**src/rtl/core/g711_pkg.sv**
```systemverilog
// Package with the G.711 operation codes and the A-law and mu-law conversion functions.
`default_nettype none

package g711_pkg;

  // Operation selected by the kind field of a request
  typedef enum logic [2:0] {
    KIND_ALAW_DEC  = 3'd0,
    KIND_ALAW_ENC  = 3'd1,
    KIND_ULAW_DEC  = 3'd2,
    KIND_ULAW_ENC  = 3'd3,
    KIND_ALAW2ULAW = 3'd4,
    KIND_ULAW2ALAW = 3'd5
  } kind_e;

  localparam logic [7:0]         AlawXorMask  = 8'h55;
  localparam logic [15:0]        UlawBias     = 16'h0084;
  localparam logic signed [15:0] UlawClip     = 16'sd32635;
  localparam logic [7:0]         UlawSilentNeg = 8'h7F;
  localparam logic signed [15:0] AlawMinIn    = -16'sd32767;

  // A-law code to linear sample. The magnitude is never zero.
  function automatic logic signed [15:0] alaw_decode(input logic [7:0] code);
    logic [7:0]  t;
    logic [2:0]  seg;
    logic [7:0]  mag0;
    logic [14:0] mag;
    t    = code ^ AlawXorMask;
    seg  = t[6:4];
    mag0 = {t[3:0], 4'h8};
    if (seg != 3'd0) begin
      mag = 15'({1'b1, mag0}) << (seg - 3'd1);
    end else begin
      mag = 15'(mag0);
    end
    alaw_decode = t[7] ? $signed({1'b0, mag}) : -$signed({1'b0, mag});
  endfunction

  // Linear sample to A-law code; the most negative sample is moved up by one.
  function automatic logic [7:0] alaw_encode(input logic signed [15:0] x);
    logic signed [15:0] xc;
    logic               neg;
    logic [15:0]        mag;
    logic [6:0]         hb;
    logic [2:0]         seg;
    logic [3:0]         shift;
    logic [3:0]         mant;
    logic [7:0]         flip;
    xc  = (x < AlawMinIn) ? AlawMinIn : x;
    neg = xc[15];
    mag = neg ? 16'(-xc) : 16'(xc);
    hb  = mag[14:8];
    seg = 3'd0;
    for (int i = 0; i < 7; i++) begin
      if (hb[i]) begin
        seg = 3'(i + 1);
      end
    end
    shift = (seg != 3'd0) ? ({1'b0, seg} + 4'd3) : 4'd4;
    mant  = 4'(mag >> shift);
    flip  = neg ? AlawXorMask : (AlawXorMask | 8'h80);
    alaw_encode = {1'b0, seg, mant} ^ flip;
  endfunction

  // Mu-law code to linear sample; the negative silence code gives minus one.
  function automatic logic signed [15:0] ulaw_decode(input logic [7:0] code);
    logic [7:0]  t;
    logic [2:0]  seg;
    logic [3:0]  mant;
    logic [15:0] mag;
    t    = ~code;
    seg  = t[6:4];
    mant = t[3:0];
    mag  = (UlawBias << seg) - UlawBias + (16'(mant) << ({1'b0, seg} + 4'd3));
    if (code == UlawSilentNeg) begin
      ulaw_decode = -16'sd1;
    end else begin
      ulaw_decode = t[7] ? -$signed(mag) : $signed(mag);
    end
  endfunction

  // Linear sample to mu-law code, with the sample clipped symmetrically.
  function automatic logic [7:0] ulaw_encode(input logic signed [15:0] x);
    logic signed [15:0] xc;
    logic               sign;
    logic [15:0]        mag;
    logic [15:0]        b;
    logic [2:0]         seg;
    logic [3:0]         mant;
    xc = x;
    if (xc < -UlawClip) begin
      xc = -UlawClip;
    end
    if (xc > UlawClip) begin
      xc = UlawClip;
    end
    sign = xc[15];
    mag  = sign ? 16'(-xc) : 16'(xc);
    b    = mag + UlawBias;
    seg  = 3'd0;
    for (int i = 0; i < 7; i++) begin
      if (b[8 + i]) begin
        seg = 3'(i + 1);
      end
    end
    mant = 4'(b >> ({1'b0, seg} + 4'd3));
    ulaw_encode = ~{sign, seg, mant};
  endfunction

endpackage

`default_nettype wire

```
**src/rtl/core/g711_alaw_ulaw_codec_unit.sv**
```systemverilog
// Top level of the G.711 A-law and mu-law codec unit.
// A request accepted into the input register goes through the conversion logic to the result register,
// and done_o is high for one cycle when its result appears.
// Throughput: one request per cycle; busy is held low since both register stages advance
// every cycle and the receiver takes each result in the cycle it appears.
// Reset (rst_ni low) clears the stage valid flags at once; results in flight are dropped, none is invented.
`default_nettype none

module g711_alaw_ulaw_codec_unit (
  input  wire logic               clk_i,
  input  wire logic               rst_ni,
  input  wire logic               start,
  output logic                    busy,
  input  wire logic [2:0]         kind_i,
  input  wire logic signed [15:0] sample_in_i,
  input  wire logic [7:0]         code_in_i,
  output logic                    done_o,
  output logic signed [15:0]      sample_out_o,
  output logic [7:0]              code_out_o
);

  logic               accept;
  logic               in_vld_q;
  logic [2:0]         kind_q;
  logic signed [15:0] sample_q;
  logic [7:0]         code_q;
  logic signed [15:0] sample_d;
  logic [7:0]         code_d;
  logic               out_vld_q;
  logic signed [15:0] sample_out_q;
  logic [7:0]         code_out_q;

  assign busy   = 1'b0;
  assign accept = start && !busy;

  // Stage valid flags.
  always_ff @(posedge clk_i or negedge rst_ni) begin
    if (!rst_ni) begin
      in_vld_q  <= 1'b0;
      out_vld_q <= 1'b0;
    end else begin
      in_vld_q  <= accept;
      out_vld_q <= in_vld_q;
    end
  end

  // Input register captures the request fields.
  always_ff @(posedge clk_i) begin
    if (accept) begin
      kind_q   <= kind_i;
      sample_q <= sample_in_i;
      code_q   <= code_in_i;
    end
  end

  g711_conv u_conv (
    .kind_i   (kind_q),
    .sample_i (sample_q),
    .code_i   (code_q),
    .sample_o (sample_d),
    .code_o   (code_d)
  );

  // Result register.
  always_ff @(posedge clk_i) begin
    if (in_vld_q) begin
      sample_out_q <= sample_d;
      code_out_q   <= code_d;
    end
  end

  assign done_o       = out_vld_q;
  assign sample_out_o = sample_out_q;
  assign code_out_o   = code_out_q;

  // A result only appears for an earlier accepted request.
  a_done_follows_req: assert property (@(posedge clk_i) disable iff (!rst_ni)
    done_o |-> $past(accept, 2))
    else $error("result strobe without an accepted request");

  // Every accepted request yields a result.
  a_req_gives_done: assert property (@(posedge clk_i) disable iff (!rst_ni)
    accept |-> ##2 done_o)
    else $error("accepted request produced no result");

  // Decode operations leave the code field zero.
  a_decode_code_zero: assert property (@(posedge clk_i) disable iff (!rst_ni)
    (done_o && ($past(kind_i, 2) == g711_pkg::KIND_ALAW_DEC ||
                $past(kind_i, 2) == g711_pkg::KIND_ULAW_DEC)) |-> code_out_o == 8'h00)
    else $error("decode result has a nonzero code");

  // Encode and transcode operations leave the sample field zero.
  a_encode_sample_zero: assert property (@(posedge clk_i) disable iff (!rst_ni)
    (done_o && ($past(kind_i, 2) == g711_pkg::KIND_ALAW_ENC ||
                $past(kind_i, 2) == g711_pkg::KIND_ULAW_ENC ||
                $past(kind_i, 2) == g711_pkg::KIND_ALAW2ULAW ||
                $past(kind_i, 2) == g711_pkg::KIND_ULAW2ALAW)) |-> sample_out_o == 16'sd0)
    else $error("encode result has a nonzero sample");

  // A-law decode never produces a zero sample.
  a_alaw_nonzero: assert property (@(posedge clk_i) disable iff (!rst_ni)
    (done_o && $past(kind_i, 2) == g711_pkg::KIND_ALAW_DEC) |-> sample_out_o != 16'sd0)
    else $error("A-law decode gave a zero sample");

endmodule

`default_nettype wire

```
**src/rtl/core/g711_conv.sv**
```systemverilog
// Combinational G.711 datapath that performs one of the six conversions.
`default_nettype none

module g711_conv (
  input  wire logic [2:0]         kind_i,
  input  wire logic signed [15:0] sample_i,
  input  wire logic [7:0]         code_i,
  output logic signed [15:0]      sample_o,
  output logic [7:0]              code_o
);

  logic signed [15:0] alaw_lin;
  logic signed [15:0] ulaw_lin;

  // Shared decoders feed both the decode and the transcode operations.
  assign alaw_lin = g711_pkg::alaw_decode(code_i);
  assign ulaw_lin = g711_pkg::ulaw_decode(code_i);

  // Select the operation; the field that an operation does not produce is zero.
  always_comb begin
    sample_o = '0;
    code_o   = '0;
    case (kind_i)
      g711_pkg::KIND_ALAW_DEC:  sample_o = alaw_lin;
      g711_pkg::KIND_ALAW_ENC:  code_o   = g711_pkg::alaw_encode(sample_i);
      g711_pkg::KIND_ULAW_DEC:  sample_o = ulaw_lin;
      g711_pkg::KIND_ULAW_ENC:  code_o   = g711_pkg::ulaw_encode(sample_i);
      g711_pkg::KIND_ALAW2ULAW: code_o   = g711_pkg::ulaw_encode(alaw_lin);
      g711_pkg::KIND_ULAW2ALAW: code_o   = g711_pkg::alaw_encode(ulaw_lin);
      default: begin
        sample_o = '0;
        code_o   = '0;
      end
    endcase
  end

endmodule

`default_nettype wire
```
**config.mk**
```make
export PLATFORM = sky130hd
export DESIGN_NAME = g711_alaw_ulaw_codec_unit
export DESIGN_NICKNAME = d
export VERILOG_FILES = /design/src/rtl/core/g711_pkg.sv /design/src/rtl/core/g711_alaw_ulaw_codec_unit.sv /design/src/rtl/core/g711_conv.sv
export SDC_FILE = /design/constraint.sdc
export NUM_CORES = 1
export LEC_CHECK = 0
export BUFFER_PORTS_ARGS = -buffer_cell sky130_fd_sc_hd__buf_2
export CAP_MARGIN = 15
export CELL_PAD_IN_SITES_DETAIL_PLACEMENT = 1
export CELL_PAD_IN_SITES_GLOBAL_PLACEMENT = 1
export CORE_UTILIZATION = 40
export DETAILED_ROUTE_END_ITERATION = 8
export GPL_ROUTABILITY_DRIVEN = 0
export PLACE_DENSITY_LB_ADDON = 0.1
export RECOVER_POWER = 50
export REMOVE_ABC_BUFFERS = 1
export SYNTH_ARGS = -nofsm -noshare
export SYNTH_HDL_FRONTEND = slang
export SYNTH_SLANG_ARGS = --single-unit
```
**constraint.sdc**
```tcl
create_clock -name clk_i -period 9.6 [get_ports clk_i]
set_clock_uncertainty 0.1 [all_clocks]
set_input_delay 1.44 -clock clk_i [delete_from_list [all_inputs] [get_ports clk_i]]
set_output_delay 1.44 -clock clk_i [all_outputs]
set_load 0.1 [all_outputs]
```
Word level (Yosys, flattened, before mapping)
Cells that the tools add are included.
{ "totals": {"elab_cells": 108, "register_bits": 53, "input_bits": 30, "out_inout_bits": 26} }
{ "classes": {"magnitude_cmp": 6, "reduce_logical": 4, "n_bitwise": 6, "eq_ne": 6, "add_sub_neg": 16, "shifts": 7, "mux": 56} }
{ "ops": {"columns": ["cell", "n"], "rows": [
  ["16-bit two-way mux", 17],
  ["16-bit negation", 5],
  ["16-bit < comparator, second input constant", 4],
  ["16-bit by 4-bit >> shifter with 4-bit output", 4],
  ["3-bit two-way mux", 20],
  ["16-bit by 8-bit adder with 16-bit output, second input constant", 2],
  ["16-bit > comparator, second input constant", 2],
  ["16-bit one-hot mux with 2 select lines", 1],
  ["8-bit one-hot mux with 4 select lines", 1],
  ["8-bit inverter", 3],
  ["3-bit by 2-bit adder with 4-bit output, second input constant", 5],
  ["16-bit adder", 1],
  ["2-bit two-way mux", 8],
  ["8-bit two-way mux", 2],
  ["15-bit negation with 16-bit output", 1],
  ["4-bit by 4-bit << shifter with 16-bit output", 1],
  ["8-bit by 3-bit << shifter with 16-bit output, first input constant", 1],
  ["16-bit by 8-bit subtractor with 16-bit output, second input constant", 1],
  ["7-bit by 8-bit bitwise XOR with 8-bit output", 2],
  ["15-bit two-way mux", 1],
  ["9-bit by 3-bit << shifter with 15-bit output", 1],
  ["3-bit nonzero test", 3],
  ["8-bit by 7-bit == test with 1-bit output, second input constant", 1],
  ["4-bit two-way mux", 2],
  ["other kinds (7)", 12]
]} }

Depth between registers and ports, before layout
Gate-level depths: netlist (run 1).
{ "depth": {"ltp_word": 27, "ltp_mapped": 48} }

Hierarchy
A second synthesis (run 1) with hierarchy kept.
{ "unflattened": {"cells_unflattened": 1355, "area_unflattened_um2": 9935.8} }
{ "modules_own_cells": {"columns": ["mod", "seq_area_each_um2", "instances", "area_per_inst_um2", "cells_per_inst"], "rows": [
  ["g711_conv", 0.0, 1, 8343.0, 1300],
  ["g711_alaw_ulaw_codec_unit", 1581.5, 1, 1592.8, 55]
]} }

Worst setup path after synthesis (run 1)
No wires, ideal clock.
{ "synth_path": {"path_type": "register to register", "start": "register code_q[4]", "end": "register code_out_q[0], in the netlist code_out_o[0] (data pin)", "required_ps": 9228, "setup_slack_ps": 202, "arrival_ps": 9026, "period_less_slack_ps": 9398, "stages_incl_launch_ff": 46, "cell_sequence": "edfxtp_1 -> buf_4 -> inv_1 -> ha_1 -> buf_6 -> buf_4 -> mux2_2 -> o21ai_0 -> nor2_1 -> a21oi_1 -> nand2_1 -> ha_1 -> inv_1 -> ha_1 -> buf_2 -> a211oi_2 -> a21oi_1 -> a31o_2 -> [10 not listed] -> inv_1 -> ha_1 -> inv_1 -> nor2_1 -> nand4_1 -> o31ai_1 -> a211o_1 -> a32o_1 -> a32o_2 -> a21oi_1 -> ha_1 -> ha_1 -> clkbuf_1 -> a31oi_1 -> mux4_2 -> a31oi_1 -> nor3_1 -> or4b_1"} }
{ "synth_via": {"elab_chain_len": 27, "elab_cells_between_ends": 55, "cone_classes": "11 x add/sub; 3 x order compare; 1 x eq/ne; 5 x shift; 29 x mux; 4 x bitwise; 2 x reduce/logical"} }
{ "synth_lines": {"columns": ["element", "line_no", "text"], "rows": [
  ["start: declaration", "g711_alaw_ulaw_codec_unit.sv:26", "logic [7:0] code_q;"],
  ["start signal: assignment", "g711_alaw_ulaw_codec_unit.sv:52", "code_q <= code_in_i;"],
  ["4-bit inverter (no line)", null, null],
  ["3-bit by 1-bit subtractor with 3-bit output", "g711_pkg.sv:32", "mag = 15'({1'b1, mag0}) << (seg - 3'd1);"],
  ["9-bit by 3-bit << shifter with 15-bit output", "g711_pkg.sv:32", null],
  ["15-bit two-way mux", "g711_pkg.sv:31", "if (seg != 3'd0) begin"],
  ["15-bit negation with 16-bit output", "g711_pkg.sv:36", "alaw_decode = t[7] ? $signed({1'b0, mag}) : -$signed({1'b0, mag});"],
  ["16-bit two-way mux", "g711_pkg.sv:36", null],
  ["16-bit < comparator", "g711_pkg.sv:91", "if (xc < -UlawClip) begin"],
  ["16-bit two-way mux", "g711_pkg.sv:91", null],
  ["[8 not listed]", null, null],
  ["2-bit two-way mux (2 in a row)", "g711_pkg.sv:102", "if (b[8 + i]) begin"],
  ["3-bit two-way mux (4 in a row)", "g711_pkg.sv:102", null],
  ["3-bit two-way mux", "g711_conv.sv:23", "case (kind_i)"],
  ["3-bit by 2-bit adder with 4-bit output", "g711_pkg.sv:106", "mant = 4'(b >> ({1'b0, seg} + 4'd3));"],
  ["16-bit by 4-bit >> shifter with 4-bit output", "g711_pkg.sv:106", null],
  ["8-bit inverter", "g711_pkg.sv:107", "ulaw_encode = ~{sign, seg, mant};"],
  ["8-bit one-hot mux with 4 select lines *", "g711_conv.sv:23", null],
  ["net code_d[0]", "g711_alaw_ulaw_codec_unit.sv:28", "logic [7:0] code_d;"],
  ["end signal: assignment", "g711_alaw_ulaw_codec_unit.sv:68", "code_out_q <= code_d;"],
  ["end: declaration", "g711_alaw_ulaw_codec_unit.sv:31", "logic [7:0] code_out_q;"]
]} }
The timed path passes the listed nets; every way through them passes the cells marked *. The select of a mux whose other input is x is not followed.
A chain may end at the register's enable or synchronous reset.

Worst setup path after layout (run 1)
{ "layout_path": {"start": "register code_q[4]", "end": "register code_out_q[2], in the netlist code_out_o[2] (data pin)"} }
The elaborated chain is that of the path after synthesis.

==> results of run 1 <==
routing by layer:
| metal | wire length (um) | GRT usage, % | vias up |
|---|---|---|---|
| li1 | - | - | 5065 |
| met2 | 16500 | 47.0 | 282 |
| met3 | 1320 | 2.23 | 38 |
| met1 | 17200 | 40.2 | 5236 |
| met4 | 479 | 5.68 | 0 |
| met5 | 0 | 0 | - |
area by class of cell:
| class | count | area [um2] | area share, % |
|---|---|---|---|
| multi-input cells | 1130 | 7790 | 72.2 |
| flip-flops and latches | 53 | 1580 | 14.7 |
| repair buffers | 100 | 608 | 5.64 |
| well taps | 319 | 399 | 3.70 |
| inverters | 61 | 229 | 2.12 |
| clock buffers | 5 | 125 | 1.16 |
| clock inverters | 3 | 50.0 | 0.464 |
per-stage QoR:
stage / util (%) / area [um2] / hold WS, ns / worst slack [ns] / TNS, ns
after floorplan: - / 9490 / 0.668 / -1.09 / -2.80
after global placement: 44.0 / 10400 / 0.810 / 0.152 / 0
after detailed placement: 44.0 / 10400 / 0.840 / -0.163 / -0.272
after CTS: 44.8 / 10600 / 0.787 / 0.0811 / 0
after global routing: 45.4 / 10800 / 0.659 / -0.0205 / -0.0205
final: 45.4 / 10800 / 0.644 / 0.429 / 0
sequential cells by signal, indices dropped and copies added (netlist names):
| name | flops |
|---|---|
| code_out_o | 8 |
| code_q | 8 |
| done_o | 1 |
| in_vld_q | 1 |
| kind_q | 3 |
| sample_out_o | 16 |
| sample_q | 16 |
cell families after synthesis:
logic type,count (synthesis),share of synthesized area (%)
compound gates,453,32.8
xor+xnor,66,6.38
fa+ha+maj,48,6.19
buf+inv,134,5.72
flops,53,16.1
mux,52,6.12
other cells,1,0.0382
simple gates,510,26.7
layout by cell type, fill, tap and decap left out, types with 7 or more instances in the layout:
cell type  count
xor2_1        20
a211oi_1      27
nand3_1       23
o221ai_1      14
nor4_1        17
nor3_1        30
o211ai_1      23
o31ai_1       14
edfxtp_1      51
nor2b_1       19
o21ai_0       74
buf_2         51
ha_1          43
and3_1        17
buf_4         45
mux2_2        15
a211oi_2       7
a31oi_1       43
nor2_1       152
or4_1          8
a21o_1         9
nand2_1      116
and2_1        16
o21a_1         9
nand4_1       14
xnor2_1       40
inv_1         55
a21oi_1       90
o22ai_1        9
a22oi_1       10
o21ai_1       10
or3_1         13
nand2b_1      17
or2_2         15
mux2i_1       29
power groups by stage:
stage / logic [W] / registers (W) / clock network [W]
3_3_place_gp: 0.00284 / 0.000334 / 0
4_1_cts: 0.00290 / 0.000330 / 0.000243
5_1_grt: 0.00329 / 0.000334 / 0.000248
6_report: 0.00304 / 0.000329 / 0.000240
2_1_floorplan: 0.00197 / 0.000474 / 0
3_5_place_dp: 0.00288 / 0.000335 / 0
final timing paths:
| kind | start | end | slack, ns | cells after the start |
|---|---|---|---|---|
| worst max-delay path | code_q[4]$_DFFE_PP_ | code_out_o[2]$_DFFE_PP_ | 0.43 | 41 |
| worst min-delay path | in_vld_q$_DFF_PN0_ | done_o$_DFF_PN0_ | 0.64 | 0 |
| worst max register to register | code_q[4]$_DFFE_PP_ | code_out_o[2]$_DFFE_PP_ | 0.43 | 41 |
| worst min register to register | in_vld_q$_DFF_PN0_ | done_o$_DFF_PN0_ | 0.64 | 0 |
| max in group asynchronous | rst_ni | in_vld_q$_DFF_PN0_ | 8.48 | 1 |
| min in group asynchronous | rst_ni | done_o$_DFF_PN0_ | 0.79 | 1 |
repair_timing:
item / in CTS / in global routing
pin swaps: 1 / 6
setup buffers: 2 / 5
endpoints found under the setup margin: 2 / 4
gates resized for setup: 4 / 23
==> impl_metrics.tcl, run 1 <==
set metrics [dict create \
    status "finished with violations" \
    violations "max-capacitance violations, max-slew violations" \
    syn_area_um2 9820 \
    area_delta_synth_final_pct 9.81 \
    p_int_w 0.00153 \
    finalMaxSlewViolations 29 \
    fin_crit_ns 9.17 \
    crit_path_frequent_cell "inv_1" \
    grt.overflow.total 0 \
    fmaxAchievable_ghz 0.109 \
    synth.distinct_cells 118 \
    report.final.hold_viol_count 0 \
    netlist_instances 1317 \
    avgViaCountPerCell 6.36 \
    power_w 0.00361 \
    hold_buffers 0 \
    dp.cells 1655 \
    syn_avg_cell_area_um2 7.46 \
    clock-root-buffer "clkbuf_16" \
    cp.arrival_ns 9.13 \
    core_um2 23800 \
    numCtsBuffers 5 \
    synthTopCellsByArea "edfxtp_1, ha_1, nor2_1" \
    wl_per_cell_um 21.2 \
    ys.warnings.count 0 \
    crit_slowest_cell "or3b_2" \
    synth_commonest_cells "nor2_1, nand2_1, a21oi_1, o21ai_0, inv_1" \
    firstDrtPassIters 5 \
    drive_above_1_share_pct 16.5 \
    drt_iter0_markers 721 \
    synth.top_cell.area_share_pct 15.6 \
    vias 10621 \
    start_util_pct 41.3 \
    worst_ir_drop_vdd_v 0.000298 \
    cp-start-kind "flop" \
    postRouteAntennaNets 0 \
    power_density_nw_per_um2 335 \
    critPathMaxFanout 19 \
    comb_power_share_pct 84.3 \
    crit_family "compound AO/OA/AOI/OAI gates" \
    clockBufferDepth 2 \
    path_clk_slew_ns 0.09 \
    rows 56 \
    cp.required_ns 9.56 \
    slew_headroom_pct -15.2 \
    die_w_um 159 \
    worstSkewPairLatency_ns 0.32 \
    port_buffers 54 \
    crit_buf_inv 8 \
    grt_max_degree 32 \
    antenna_found_initial 0 \
    ys_seq_area_share_pct 16.1 \
    yosys.area.top_type "edfxtp_1" \
    synth_seq_cells 53 \
    grt_pass1_vias 10212 \
    crit_path_end_kind "flop" \
    grt_usage_pct 28.4 \
    dieArea_um2 25200 \
    final_cells 1671 \
    critical_path_class "flop to flop" \
    clkSinkCount 53 \
    fin_nets 1429 \
    leakagePower_nw 4.02 \
    setup_viol 0 \
    fillers 2966 \
    seqPwrFrac_pct 9.1 \
    num_io_pins 56 \
    synthArstFlopShare_pct 3.77 \
    cts_tree "built" \
    num_antenna_cells 0 \
    worst_pin_slew_ns 1.73 \
    synthMostInstantiatedCell "nor2_1" \
    power_frac_clock_pct 6.6 \
    fin_crit_sh_pct 95.5 \
    switchingPower_w 0.00209 \
    htree_num_levels 2 \
    die_h_um 159 \
    synth_edf_count 51 \
    routed_wl_um 35500 \
    drc 0 \
    grt_pass1_wl_um 56600 \
    hpwl_um 27700 \
    ys_dominant_reg_cell "edfxtp_1" \
    p_sw_share_pct 57.8 \
    hp-class "flop to flop" \
    max_stage_delay_ns 0.51 \
    drv_cap 1 \
]
(Power assumes the default switching activity.)
==> inputs of run 2 (changes only) <==
--- a/config.mk
+++ b/config.mk
@@ -9,7 +9,7 @@
 export CAP_MARGIN = 15
 export CELL_PAD_IN_SITES_DETAIL_PLACEMENT = 1
 export CELL_PAD_IN_SITES_GLOBAL_PLACEMENT = 1
-export CORE_UTILIZATION = 40
+export CORE_UTILIZATION = 30
 export DETAILED_ROUTE_END_ITERATION = 8
 export GPL_ROUTABILITY_DRIVEN = 0
 export PLACE_DENSITY_LB_ADDON = 0.1
==> impl_metrics.tcl, run 2 (synthesis gave the netlist of run 1 again) <==
set metrics [dict create \
    power_density_nw_per_um2 331 \
    power_frac_clock_pct 5.7 \
    num_antenna_cells 0 \
    clockBufferDepth 2 \
    grt_pass1_wl_um 59000 \
    htree_num_levels 2 \
    hpwl_um 29600 \
    fin_crit_ns 9.24 \
    antenna_found_initial 1 \
    die_h_um 183 \
    clkSinkCount 53 \
    cts_tree "built" \
    crit_path_frequent_cell "inv_1" \
    p_sw_share_pct 57.4 \
    fin_area_um2 11000 \
    drc 0 \
    drv_cap 1 \
    p_int_w 0.00155 \
    hold_buffers 0 \
    crit_path_end_kind "flop" \
    mostFrequentLayoutCells "nor2_1, nand2_1, a21oi_1" \
    wl_per_cell_um 20.5 \
    cp.arrival_ns 9.20 \
    fin_nets 1447 \
    power_w 0.00364 \
    violations "max-capacitance violations, max-slew violations" \
    status "finished with violations" \
    routed_wl_um 37100 \
    setup_viol 0 \
    cp.required_ns 9.57 \
    grt_max_degree 40 \
    max_stage_delay_ns 0.56 \
    drt_iter0_markers 641 \
    avgViaCountPerCell 5.86 \
    port_buffers 54 \
    layout_commonest_cell "nor2_1" \
    die_w_um 183 \
    worstSkewPairLatency_ns 0.33 \
    grt_usage_pct 22.2 \
    drive_above_1_share_pct 17.2 \
    finalMaxSlewViolations 29 \
    worst_ir_drop_vdd_v 0.000183 \
    firstDrtPassIters 5 \
    crit_slowest_cell "or4b_1" \
    seqPwrFrac_pct 9.0 \
    slew_headroom_pct -16.6 \
    worst_hold_slack_ns 0.779 \
    fin_crit_sh_pct 96.2 \
    comb_power_share_pct 85.3 \
    fillers 3952 \
    area_delta_synth_final_pct 12.1 \
    numCtsBuffers 5 \
    grt_pass1_vias 10447 \
    num_io_pins 56 \
    worst_pin_slew_ns 1.75 \
    leakagePower_nw 4.09 \
    dieArea_um2 33500 \
    core_um2 31900 \
    postRouteAntennaNets 0 \
    hp-class "primary input to async pin" \
    cp-start-kind "flop" \
    rows 65 \
    grt.overflow.total 0 \
    path_clk_slew_ns 0.08 \
    placed_cell_area_um2 10700 \
    critPathMaxFanout 10 \
    report.final.hold_viol_count 0 \
    critical_path_class "flop to flop" \
    clock-root-buffer "clkbuf_16" \
    fmaxAchievable_ghz 0.108 \
    switchingPower_w 0.00209 \
    vias 10575 \
    start_util_pct 30.8 \
]
run 2: cell types whose count changed in the layout (fill, tap and decap cells not counted), sizes merged:
cell,delta
bufinv,-1
clkdlybuf4s15,+1
clkinvlp,+2
clkbuf,-2
buf,+19
clkinv,-1
run 2: power by group through the flow:
| stage | clock [W] | sequential [W] | combinational (W) |
|---|---|---|---|
| after detailed placement | 0 | 0.000333 | 0.00296 |
| after floorplan | 0 | 0.000474 | 0.00197 |
| after global placement | 0 | 0.000332 | 0.00297 |
| after CTS | 0.000220 | 0.000327 | 0.00297 |
| after global routing | 0.000226 | 0.000332 | 0.00337 |
| final | 0.000207 | 0.000327 | 0.00311 |
run 2: layout make-up:
cell class / instances / area (um2) / share of cell area, %
Clock buffer: 5 / 125 / 1.14
Clock inverter: 3 / 26.3 / 0.239
Inverter: 61 / 229 / 2.08
Multi-Input combinational cell: 1130 / 7750 / 70.4
Sequential cell: 53 / 1580 / 14.4
Tap cell: 435 / 544 / 4.94
Timing Repair Buffer: 118 / 752 / 6.83
run 2: per-stage QoR:
stage	instances	setup WS (ns)	utilization, %	setup TNS [ns]
global route	1805	-0.0812	34.5	-0.0812
detailed placement	1790	0.0788	33.7	0
finish	1805	0.362	34.5	0
CTS	1798	0.0254	34.1	0
global placement	1790	0.288	33.7	0
floorplan	1244	-1.09	-	-2.80
run 2: critical path: cells and delay by family (launching register included):
family / cells / cell delay, ns
AO/OA/AOI/OAI: 14 / 3.00
AND/OR/NAND/NOR: 11 / 2.03
adder cells (fa/ha/maj): 7 / 1.95
buffers and inverters: 6 / 0.56
multiplexers: 1 / 0.51
XOR/XNOR: 2 / 0.42
flip-flops: 1 / 0.40
run 2: worst paths after layout:
| kind | endpoint | startpoint | cells after the start | slack [ns] |
|---|---|---|---|---|
| max | code_out_o[0]$_DFFE_PP_ | code_q[4]$_DFFE_PP_ | 41 | 0.36 |
| max in group asynchronous | in_vld_q$_DFF_PN0_ | rst_ni | 1 | 8.50 |
| max reg2reg | code_out_o[0]$_DFFE_PP_ | code_q[4]$_DFFE_PP_ | 41 | 0.36 |
| min in group clk_i | code_out_o[5]$_DFFE_PP_ | kind_q[0]$_DFFE_PP_ | 2 | 0.91 |
| min | done_o$_DFF_PN0_ | rst_ni | 1 | 0.78 |
| min reg2reg | code_out_o[5]$_DFFE_PP_ | kind_q[0]$_DFFE_PP_ | 2 | 0.91 |
run 2: what timing repair did:
action	4_1_cts	5_1_grt
endpoints found under the setup margin	0	4
setup buffers	0	6
hold endpoints to repair	0	0
resized for setup	0	18
run 2: per-layer routing:
metal  vias to the layer above  share of wire [%]  GRT usage, %
met5                         -                  0             0
met4                         0                1.5          4.43
met3                        44                4.0          3.00
met1                      5179                 50          31.6
met2                       263                 45          35.8
li1                       5089                  -             -
